==> src/design/tpsg_pkg.sv <==
`default_nettype none

package tpsg_pkg;

	// parameter defaults
	localparam int HEADER_BYTES_DEF = 768;
	localparam int MIN_PAYLOAD_DEF  = 32;
	localparam int DASH_SEARCH_DEF  = 8;

	// byte counter saturates at 1023 with a separate full flag
	localparam int POS_W = 10;

	localparam logic [2:0] V_KEEP      = 3'd0;
	localparam logic [2:0] V_DROP      = 3'd1;
	localparam logic [2:0] V_UNDECIDED = 3'd2;
	localparam logic [2:0] V_NOT_HEAD  = 3'd3;
	localparam logic [2:0] V_SHORT     = 3'd4;
	localparam logic [2:0] V_UNGATED   = 3'd5;

	typedef struct packed {
		logic [7:0] payload_byte;
		logic       first_byte;
		logic       last_byte;
		logic [7:0] sample_percent;
	} in_item_t;

	typedef struct packed {
		logic [2:0]  verdict;
		logic [63:0] trace_hash;
	} out_item_t;

	// per-byte control from the framing logic to the parser
	typedef struct packed {
		logic step;      // byte consumed this cycle
		logic start;     // byte opens a new packet
		logic parse_en;  // byte lies inside the header window
		logic last;      // byte closes the packet
	} parse_ctl_t;

endpackage

`default_nettype wire

==> src/design/tpsg_stream_if.sv <==
`default_nettype none

interface tpsg_stream_if #(
	parameter type payload_t = logic [0:0]
);
	logic     valid;
	logic     ready;
	payload_t data;

	modport source (output valid, output data, input ready);
	modport sink (input valid, input data, output ready);
endinterface

`default_nettype wire

==> src/design/tpsg_parse.sv <==
`default_nettype none

// traceparent matcher and FNV-1a-64 over the decoded trace id
module tpsg_parse #(
	parameter int DASH_SEARCH = tpsg_pkg::DASH_SEARCH_DEF
) (
	input  wire logic                 clk,
	input  wire logic                 arst_n,
	input  wire tpsg_pkg::parse_ctl_t ctl,
	input  wire logic [7:0]           octet,
	input  wire logic [7:0]           percent,
	output logic [2:0]                result_next,
	output logic [63:0]               hash
);

	localparam logic [2:0] PH_NEWLINE = 3'd0;
	localparam logic [2:0] PH_NAME    = 3'd1;
	localparam logic [2:0] PH_DASH    = 3'd2;
	localparam logic [2:0] PH_HEX     = 3'd3;
	localparam logic [2:0] PH_TERM    = 3'd4;
	localparam logic [2:0] PH_DONE    = 3'd5;

	localparam logic [63:0] FNV_OFFSET = 64'hcbf2_9ce4_8422_2325;
	localparam logic [5:0]  DashLim    = 6'(DASH_SEARCH);
	localparam logic [5:0]  HexDigits  = 6'd32;
	localparam logic [3:0]  NameLast   = 4'd11;
	localparam logic [7:0]  LF         = 8'h0a;
	localparam logic [7:0]  DASH       = 8'h2d;

	function automatic logic [4:0] hex_value(input logic [7:0] c);
		logic [4:0] v;
		v = 5'd16;
		if (c >= 8'h30 && c <= 8'h39)
			v = 5'(c - 8'h30);
		else if (c >= 8'h61 && c <= 8'h66)
			v = 5'(c - 8'h57);
		else if (c >= 8'h41 && c <= 8'h46)
			v = 5'(c - 8'h37);
		return v;
	endfunction

	// "traceparent:"
	function automatic logic [7:0] name_char(input logic [3:0] idx);
		logic [7:0] ch;
		unique case (idx)
			4'd0:    ch = 8'h74;
			4'd1:    ch = 8'h72;
			4'd2:    ch = 8'h61;
			4'd3:    ch = 8'h63;
			4'd4:    ch = 8'h65;
			4'd5:    ch = 8'h70;
			4'd6:    ch = 8'h61;
			4'd7:    ch = 8'h72;
			4'd8:    ch = 8'h65;
			4'd9:    ch = 8'h6e;
			4'd10:   ch = 8'h74;
			4'd11:   ch = 8'h3a;
			default: ch = 8'h00;
		endcase
		return ch;
	endfunction

	// (h ^ o) * 0x100000001b3 as shifts and adds: 2^40 + 0x1b3
	function automatic logic [63:0] fnv_mix(input logic [63:0] h, input logic [7:0] o);
		logic [63:0] x;
		x = h ^ {56'd0, o};
		return (x << 40) + (x << 8) + (x << 7) + (x << 5) + (x << 4) + (x << 1) + x;
	endfunction

	logic [2:0]  phase_q, phase_e, phase_n;
	logic [5:0]  index_q, index_e, index_n, index_inc;
	logic [3:0]  nibble_q, nibble_e, nibble_n;
	logic [63:0] hash_q, hash_e, hash_n, hash_mix;
	logic [2:0]  result_q, result_e, result_n;
	logic [4:0]  digit;
	logic [7:0]  name_ch;
	logic        name_hit;
	logic [14:0] lhs;
	logic [15:0] rhs;

	always_comb begin
		phase_e  = ctl.start ? PH_NEWLINE : phase_q;
		index_e  = ctl.start ? 6'd0 : index_q;
		nibble_e = ctl.start ? 4'd0 : nibble_q;
		hash_e   = ctl.start ? FNV_OFFSET : hash_q;
		result_e = ctl.start ? tpsg_pkg::V_UNDECIDED : result_q;

		digit     = hex_value(octet);
		name_ch   = name_char(index_e[3:0]);
		index_inc = index_e + 6'd1;
		hash_mix  = fnv_mix(hash_e, {nibble_e, digit[3:0]});
		name_hit  = (index_e[3:0] < NameLast) ? ((octet | 8'h20) == name_ch)
		                                      : (octet == name_ch);
		lhs = {7'd0, hash_e[7:0]} * 15'd100;
		rhs = {percent, 8'd0};

		phase_n  = phase_e;
		index_n  = index_e;
		nibble_n = nibble_e;
		hash_n   = hash_e;
		result_n = result_e;

		if (ctl.parse_en) begin
			unique case (phase_e)
				PH_NEWLINE: begin
					if (octet == LF) begin
						phase_n = PH_NAME;
						index_n = 6'd0;
					end
				end
				PH_NAME: begin
					if (name_hit) begin
						if (index_e[3:0] == NameLast) begin
							phase_n = PH_DASH;
							index_n = 6'd0;
						end else begin
							index_n = {2'd0, index_inc[3:0]};
						end
					end else begin
						phase_n = (octet == LF) ? PH_NAME : PH_NEWLINE;
						index_n = 6'd0;
					end
				end
				PH_DASH: begin
					if (octet == DASH) begin
						phase_n = PH_HEX;
						index_n = 6'd0;
					end else begin
						index_n = index_inc;
						if (index_inc >= DashLim)
							phase_n = PH_DONE;
					end
				end
				PH_HEX: begin
					if (digit[4]) begin
						phase_n = PH_DONE;
					end else begin
						if (!index_e[0])
							nibble_n = digit[3:0];
						else
							hash_n = hash_mix;
						index_n = index_inc;
						if (index_inc >= HexDigits) begin
							phase_n = PH_TERM;
							index_n = 6'd0;
						end
					end
				end
				PH_TERM: begin
					if (octet == DASH)
						result_n = ({1'b0, lhs} < rhs) ? tpsg_pkg::V_KEEP : tpsg_pkg::V_DROP;
					phase_n = PH_DONE;
				end
				default: ;
			endcase
		end
	end

	always_ff @(posedge clk or negedge arst_n) begin
		if (!arst_n) begin
			phase_q  <= PH_NEWLINE;
			index_q  <= 6'd0;
			nibble_q <= 4'd0;
			hash_q   <= FNV_OFFSET;
			result_q <= tpsg_pkg::V_UNDECIDED;
		end else if (ctl.step) begin
			if (ctl.last) begin
				phase_q  <= PH_NEWLINE;
				index_q  <= 6'd0;
				nibble_q <= 4'd0;
				hash_q   <= FNV_OFFSET;
				result_q <= tpsg_pkg::V_UNDECIDED;
			end else begin
				phase_q  <= phase_n;
				index_q  <= index_n;
				nibble_q <= nibble_n;
				hash_q   <= hash_n;
				result_q <= result_n;
			end
		end
	end

	assign result_next = result_n;
	// a keep/drop verdict is only ever set after the last digit, so the
	// registered hash is already final when it is reported
	assign hash = hash_q;

endmodule

`default_nettype wire

==> src/design/traceparent_sample_gate.sv <==
// Sampling gate for HTTP requests carrying a W3C traceparent header. TCP payload
// arrives one byte per request on the payload channel, with first_byte/last_byte
// framing and the packet's sample percentage (taken from the packet's first
// byte). Each last byte yields one request on the result channel: a verdict
// (keep, drop, undecided, not request head, too short, not gated) and the
// FNV-1a-64 hash of the 16-byte trace id, zero unless keep or drop. A packet is
// kept when (hash & 0xff) * 100 < percent * 256. Throughput is one byte per
// clock while the result side keeps up; any byte waits while an untaken result
// sits in the result register. The byte passes an input register, is parsed
// and hashed combinationally, and the verdict lands in the result register when
// the last byte leaves the input register, and is offered there until taken.
// The critical path is the FNV step, a constant multiply done as shifts and
// adds. No reset sweep; the block accepts bytes from the first cycle after
// reset. A first_byte mark mid-packet drops the partial packet silently.
`default_nettype none

module traceparent_sample_gate #(
	parameter int HEADER_BYTES = tpsg_pkg::HEADER_BYTES_DEF,
	parameter int MIN_PAYLOAD  = tpsg_pkg::MIN_PAYLOAD_DEF,
	parameter int DASH_SEARCH  = tpsg_pkg::DASH_SEARCH_DEF
) (
	input  wire logic   clk,
	input  wire logic   arst_n,
	tpsg_stream_if.sink   payload,
	tpsg_stream_if.source result
);

	localparam logic [10:0] HdrLim = 11'(HEADER_BYTES);
	localparam logic [10:0] MinLen = 11'(MIN_PAYLOAD);
	localparam logic [7:0]  PctMax = 8'd100;

	// any of GET, PUT, POST, HEAD, PATCH, DELETE, OPTIONS followed by a space;
	// byte k of the head sits in bits 8k+7..8k
	function automatic logic method_ok(input logic [63:0] h);
		return (h[31:0] == 32'h2054_4547)
		    || (h[31:0] == 32'h2054_5550)
		    || (h[39:0] == 40'h20_5453_4f50)
		    || (h[39:0] == 40'h20_4441_4548)
		    || (h[47:0] == 48'h2048_4354_4150)
		    || (h[55:0] == 56'h20_4554_454c_4544)
		    || (h[63:0] == 64'h2053_4e4f_4954_504f);
	endfunction

	// input register
	tpsg_pkg::in_item_t data_s1;
	logic               valid_s1;
	logic               adv;

	// result register
	tpsg_pkg::out_item_t out_q;
	logic                out_valid_q;

	// packet framing state
	logic [tpsg_pkg::POS_W-1:0] pos_q, pos_e, pos_n;
	logic                       full_q, full_e, full_n;
	logic [63:0]                head_q, head_e, head_n;
	logic [7:0]                 pct_q, pct_e;
	logic [10:0]                length;

	tpsg_pkg::parse_ctl_t ctl;
	logic [2:0]           parse_result;
	logic [63:0]          parse_hash;
	logic [2:0]           verdict;

	// a byte moves on whenever the result slot is free or being emptied
	assign adv           = valid_s1 && (!out_valid_q || result.ready);
	assign payload.ready = !valid_s1 || adv;

	always_ff @(posedge clk or negedge arst_n) begin
		if (!arst_n) begin
			valid_s1 <= 1'b0;
		end else if (payload.valid && payload.ready) begin
			valid_s1 <= 1'b1;
		end else if (adv) begin
			valid_s1 <= 1'b0;
		end
	end

	always_ff @(posedge clk) begin
		if (payload.valid && payload.ready)
			data_s1 <= payload.data;
	end

	// state as seen by this byte: a first mark restarts the packet
	always_comb begin
		pos_e  = data_s1.first_byte ? '0 : pos_q;
		full_e = data_s1.first_byte ? 1'b0 : full_q;
		head_e = data_s1.first_byte ? 64'd0 : head_q;
		pct_e  = data_s1.first_byte ? 8'd0 : pct_q;
		if (pos_e == '0 && !full_e)
			pct_e = data_s1.sample_percent;

		head_n = head_e;
		if (!full_e && pos_e < tpsg_pkg::POS_W'(8))
			head_n[8 * pos_e[2:0] +: 8] = data_s1.payload_byte;

		if (pos_e == '1) begin
			pos_n  = pos_e;
			full_n = 1'b1;
		end else begin
			pos_n  = pos_e + tpsg_pkg::POS_W'(1);
			full_n = full_e;
		end
		length = full_n ? 11'd1024 : {1'b0, pos_n};
	end

	always_comb begin
		ctl.step     = adv;
		ctl.start    = data_s1.first_byte;
		ctl.parse_en = !full_e && ({1'b0, pos_e} < HdrLim);
		ctl.last     = data_s1.last_byte;
	end

	tpsg_parse #(
		.DASH_SEARCH(DASH_SEARCH)
	) u_parse (
		.clk         (clk),
		.arst_n      (arst_n),
		.ctl         (ctl),
		.octet       (data_s1.payload_byte),
		.percent     (pct_e),
		.result_next (parse_result),
		.hash        (parse_hash)
	);

	// verdict precedence: ungated, short, not a request head, parse outcome
	always_comb begin
		if (pct_e == 8'd0 || pct_e >= PctMax)
			verdict = tpsg_pkg::V_UNGATED;
		else if (length < MinLen || length < 11'd8)
			verdict = tpsg_pkg::V_SHORT;
		else if (!method_ok(head_n))
			verdict = tpsg_pkg::V_NOT_HEAD;
		else
			verdict = parse_result;
	end

	always_ff @(posedge clk or negedge arst_n) begin
		if (!arst_n) begin
			pos_q  <= '0;
			full_q <= 1'b0;
			head_q <= 64'd0;
			pct_q  <= 8'd0;
		end else if (adv) begin
			if (data_s1.last_byte) begin
				pos_q  <= '0;
				full_q <= 1'b0;
				head_q <= 64'd0;
				pct_q  <= 8'd0;
			end else begin
				pos_q  <= pos_n;
				full_q <= full_n;
				head_q <= head_n;
				pct_q  <= pct_e;
			end
		end
	end

	always_ff @(posedge clk or negedge arst_n) begin
		if (!arst_n) begin
			out_valid_q <= 1'b0;
		end else if (adv && data_s1.last_byte) begin
			out_valid_q <= 1'b1;
		end else if (result.ready) begin
			out_valid_q <= 1'b0;
		end
	end

	always_ff @(posedge clk) begin
		if (adv && data_s1.last_byte) begin
			out_q.verdict    <= verdict;
			out_q.trace_hash <= (verdict == tpsg_pkg::V_KEEP || verdict == tpsg_pkg::V_DROP)
			                    ? parse_hash : 64'd0;
		end
	end

	assign result.valid = out_valid_q;
	assign result.data  = out_q;

	// verdict codes stop at not gated
	a_verdict_range: assert property (@(posedge clk) disable iff (!arst_n)
		out_valid_q |-> (out_q.verdict <= tpsg_pkg::V_UNGATED))
		else $error("verdict code out of range");

	// hash only accompanies keep or drop
	a_hash_zero: assert property (@(posedge clk) disable iff (!arst_n)
		out_valid_q && !(out_q.verdict == tpsg_pkg::V_KEEP || out_q.verdict == tpsg_pkg::V_DROP)
		|-> (out_q.trace_hash == 64'd0))
		else $error("hash present without keep or drop");

	// a consumed last byte always leaves a result behind
	a_last_gives_result: assert property (@(posedge clk) disable iff (!arst_n)
		adv && data_s1.last_byte |=> out_valid_q)
		else $error("last byte produced no result");

	// framing state is cleared after a last byte
	a_clear_after_last: assert property (@(posedge clk) disable iff (!arst_n)
		adv && data_s1.last_byte |=> (pos_q == '0 && !full_q && pct_q == 8'd0))
		else $error("packet state not cleared after last byte");

endmodule

`default_nettype wire

==> src/flat_wrapper.sv <==
// flat-port wrapper written by rule: the top's interface ports become plain ports
module traceparent_sample_gate_flat 
#(
	parameter int HEADER_BYTES = tpsg_pkg::HEADER_BYTES_DEF,
	parameter int MIN_PAYLOAD  = tpsg_pkg::MIN_PAYLOAD_DEF,
	parameter int DASH_SEARCH  = tpsg_pkg::DASH_SEARCH_DEF
)
  (clk, arst_n, payload_valid, payload_data, payload_ready, result_valid, result_data, result_ready);
  tpsg_stream_if #(.payload_t(tpsg_pkg::in_item_t)) payload_i ();
  tpsg_stream_if #(.payload_t(tpsg_pkg::out_item_t)) result_i ();
  input  wire logic clk;
  input  wire logic arst_n;
  input wire logic [$bits(payload_i.valid)-1:0] payload_valid;
  input wire logic [$bits(payload_i.data)-1:0] payload_data;
  output wire logic [$bits(payload_i.ready)-1:0] payload_ready;
  output wire logic [$bits(result_i.valid)-1:0] result_valid;
  output wire logic [$bits(result_i.data)-1:0] result_data;
  input wire logic [$bits(result_i.ready)-1:0] result_ready;
  assign payload_i.valid = payload_valid;
  assign payload_i.data = payload_data;
  assign payload_ready = payload_i.ready;
  assign result_valid = result_i.valid;
  assign result_data = result_i.data;
  assign result_i.ready = result_ready;
  traceparent_sample_gate #(.HEADER_BYTES(HEADER_BYTES), .MIN_PAYLOAD(MIN_PAYLOAD), .DASH_SEARCH(DASH_SEARCH)) u_core (.clk(clk), .arst_n(arst_n), .payload(payload_i), .result(result_i));
endmodule
==> config.mk <==
export PLATFORM = sky130hd
export DESIGN_NAME = traceparent_sample_gate_flat
export DESIGN_NICKNAME = d
export VERILOG_FILES = /design/src/design/tpsg_pkg.sv /design/src/design/tpsg_stream_if.sv /design/src/design/tpsg_parse.sv /design/src/design/traceparent_sample_gate.sv /design/src/flat_wrapper.sv
export SDC_FILE = /design/constraint.sdc
export NUM_CORES = 1
export LEC_CHECK = 0
export BUFFER_PORTS_ARGS = -buffer_cell sky130_fd_sc_hd__buf_2
export CORE_ASPECT_RATIO = 1.5
export CORE_MARGIN = 2
export CORE_UTILIZATION = 35
export DETAILED_ROUTE_END_ITERATION = 7
export GPL_ROUTABILITY_DRIVEN = 0
export HOLD_SLACK_MARGIN = 0.15
export PLACE_DENSITY_LB_ADDON = 0.3
export REMOVE_ABC_BUFFERS = 1
export SETUP_SLACK_MARGIN = 0.05
export SLEW_MARGIN = 10
export SYNTH_ARGS = -nofsm -noshare
export SYNTH_HDL_FRONTEND = slang
export SYNTH_SLANG_ARGS = --single-unit
==> constraint.sdc <==
create_clock -name clk -period 12.6 [get_ports clk]
set_input_delay 0 -clock clk [delete_from_list [all_inputs] [get_ports clk]]
set_output_delay 0 -clock clk [all_outputs]
set_load 0.05 [all_outputs]
==> metrics.md <==
| Metric | Value |
|---|---|
| Final instance area | `26900 sq um` |
| Worst Setup EP | `u_core.u_parse.hash[61]` |
| Final Non-Filler Cells | `3536` |
| First-pass GRT wire length | `126000 um` |
| Setup crit start kind | `flip-flop` |
| Initial antenna violation count | `2` |
| Worst skew pair latency | `570 ps` |
| Die height | `325 um` |
| Total of max-cap violations | `0` |
| Crit path buf inv count | `2` |
| Synth async-reset ratio | `0.660` |
| Largest net degree at the start of global routing | `73` |
| VDD IR max | `0.0000821 V` |
| Reg clk slew, reported paths | `60 ps` |
| Fin crit share | `0.700` |
| Number of synthesized flops with an enable pin | `85` |
| Worst Reg-to-Reg Cells | `25` |
| Root Buffer | `clkbuf_16` |
| Nets | `3040` |
| Die W | `218 um` |
| Total wire length | `81700 um` |
| Final min period | `8820 ps` |
| Drc violations | `0` |
| CTS H-tree depth | `2` |
| Placed Cells | `3433` |
| CP Data Required Time | `13000 ps` |
| Slew headroom | `0.242` |
| Synth top area share | `0.205` |
| Fin Hold WS | `177 ps` |
| GR Overflow Total | `0` |
| Post-DP HPWL | `61900 um` |
| Worst setup margin | `3780 ps` |
| Worst Skew | `21.6 ps` |
| Gate Count Post-Synth | `2541` |
| Total Routing Usage GR | `0.232` |
| Leakage | `11.9 nW` |
| #FFs+latches synth | `250` |
| Post-place instance area | `25300 sq um` |
| Clock Sinks | `250` |
| Top post-synthesis cells by area | `fa_1, dfrtp_1, edfxtp_1, ha_1, nand2_1` |
| Synth Area per Inst | `9.44 sq um` |
| 1st-iter DRT viols | `1635` |
| IO Pins | `91` |
| Post-route antenna net violation count | `0` |
| Crit path from | `u_core.data_s1[10]` |
| Post-CTS Setup Inserts | `0` |
| Routed wire per std cell | `23.1 um` |
| Port Buffer Count | `90` |
| CTS tree | `yes` |
| Initial DRT Pass Iterations | `8` |
| Share of layout cells above drive strength 1 | `0.101` |
| Worst slew pin tran | `1140 ps` |
| Reg2Reg Setup Slack | `3780 ps` |
| Synth cell types | `89` |
| Pwr dens | `85.2 nW/um^2` |
| Slowest stage cell, crit path | `edfxtp_1` |
| Die area | `70700 sq um` |
| Vias in the first global route | `21500` |
| Final Hold Viols | `0` |
| Slowest stage delay, CP | `850 ps` |
| Final max-slew violation count | `0` |
| Kind of cell adding the most delay to the critical path | `compound AO/OA/AOI/OAI gates` |
| Clock buffer count from CTS | `34` |
| Commonest non-fill, non-tap cell in the layout | `nand2_1` |
| Area leader, netlist | `fa_1` |
| Status | `finished, final reports clean` |
| Crit path DAT | `9220 ps` |
| Routed vias | `20400` |
| Core ar. | `67900 sq um` |
| Worst-case clock buffer depth | `3` |
| Worst setup EP type | `flip-flop` |
| Most frequent cells in the layout | `nand2_1, fa_1, inv_1` |
| R2R Path Start | `u_core.data_s1[10]` |
| P&R area growth vs syn | `12.2%` |
| Initial core utilization | `0.353` |
| Sum of negative setup slack | `0 ps` |
| Vias per cell | `5.76` |
| RSZ-0062 raised after global routing | `false` |
| Critical R2R Capture | `u_core.u_parse.hash[61]` |
| Tot Pwr | `2.29 mW` |
| Crit path depth | `25` |
| Number of fill cells | `6782` |
| Final setup viols | `0` |
| CP dominant cell by count | `ha_1` |
| Crit Path Category | `flip-flop to flip-flop` |
| Seq/Total Area, Yosys | `0.280` |
| CP Max Fanout | `20` |
| Worst hold-check path type | `primary input to async pin` |
| Core Util, Final | `0.396` |
| Max Freq | `0.113 GHz` |
| Most used DFF post-synth | `dfrtp_1` |
| Placement Setup Slack | `4030 ps` |
| Post-synthesis cell area | `24000 sq um` |
| Row count | `117` |
| Yosys warns | `0` |
layout make-up:
class	count	area, sq um	share of cell area
multi-input combinational	1922	15900	0.590
antenna	1	2.50	0.0000930
inverter	245	920	0.0342
timing repair buffer	165	1130	0.0421
tap	892	1120	0.0415
clock buffer	39	901	0.0335
sequential	250	6720	0.250
clock inverter	22	244	0.00907
cells by family (layout without fill, tap and decap cells):
kind of cell    Yosys count  after routing  share of synthesized area
simple gates            777            777                      0.163
compound gates          633            633                      0.169
fa+ha+maj               400            400                      0.286
buf+inv                 369            471                     0.0599
flops                   250            250                      0.280
xor+xnor                 90             90                     0.0329
mux                      22             22                    0.00944
other cells               0              1                          0
per-layer routing:
layer	up-vias	track usage	share of wire
li1	9009	-	-
met1	10100	0.248	0.35
met2	910	0.416	0.51
met3	330	0.0324	0.053
met4	0	0.165	0.081
met5	-	0	0
worst min-delay path by stage:
stage / startpoint / endpoint / slack (ps) / cells past startpoint
6_report: arst_n / u_core.u_parse.hash[26] / 180 / 2
5_1_grt: payload_data[11] / u_core.data_s1[11] / 180 / 2
4_1_cts: payload_data[11] / u_core.data_s1[11] / 170 / 2
3_5_place_dp: arst_n / u_core.u_parse.hash[24] / -10 / 1
3_3_place_gp: arst_n / u_core.u_parse.hash[27] / -10 / 1
2_1_floorplan: arst_n / u_core.full_q / -300 / 0
Yosys cell counts (29+ instances only):
library cell	number
inv_1	244
and2_1	84
dfstp_2	29
a21oi_1	155
nand2_1	254
fa_1	246
clkbuf_1	107
o21ai_0	179
dfrtp_1	136
a21o_1	37
xor2_1	34
xnor2_1	56
nand4_1	33
edfxtp_1	85
nand3_1	36
ha_1	154
nor3_1	47
a22oi_1	59
nor2_1	155
worst register-to-register path: cells and delay by family, from the launching register on:
family          cells  cell delay [ps]
fa+ha+maj           6             2200
buf+inv             2              540
flops               1              850
compound gates     10             2820
simple gates        5             1210
xor+xnor            2             1050
sequential cells by signal (all words and copies together), names as in the netlist:
signal                   flops
u_core.result.data          67
u_core.head_q               64
u_core.u_parse.hash         64
u_core.data_s1              16
u_core.pos_q                10
u_core.pct_q                 8
u_core.u_parse.index_q       6
u_core.u_parse.nibble_q      4
u_core.u_parse.phase_q       3
u_core.u_parse.result_q      3
u_core.ctl                   2
u_core.full_q                1
u_core.result.valid          1
u_core.valid_s1              1
report_power, final:
group          internal [mW]  switching, mW
Clock                  0.601          0.413
Combinational          0.115          0.282
Sequential             0.866         0.0170
timing repair:
item | in CTS | in global routing
hold buffers | 41 | 0
hold endpoints to repair | 111 | 0
resized for setup | 0 | 0
No activity file was read; power rests on OpenSTA's default activity.
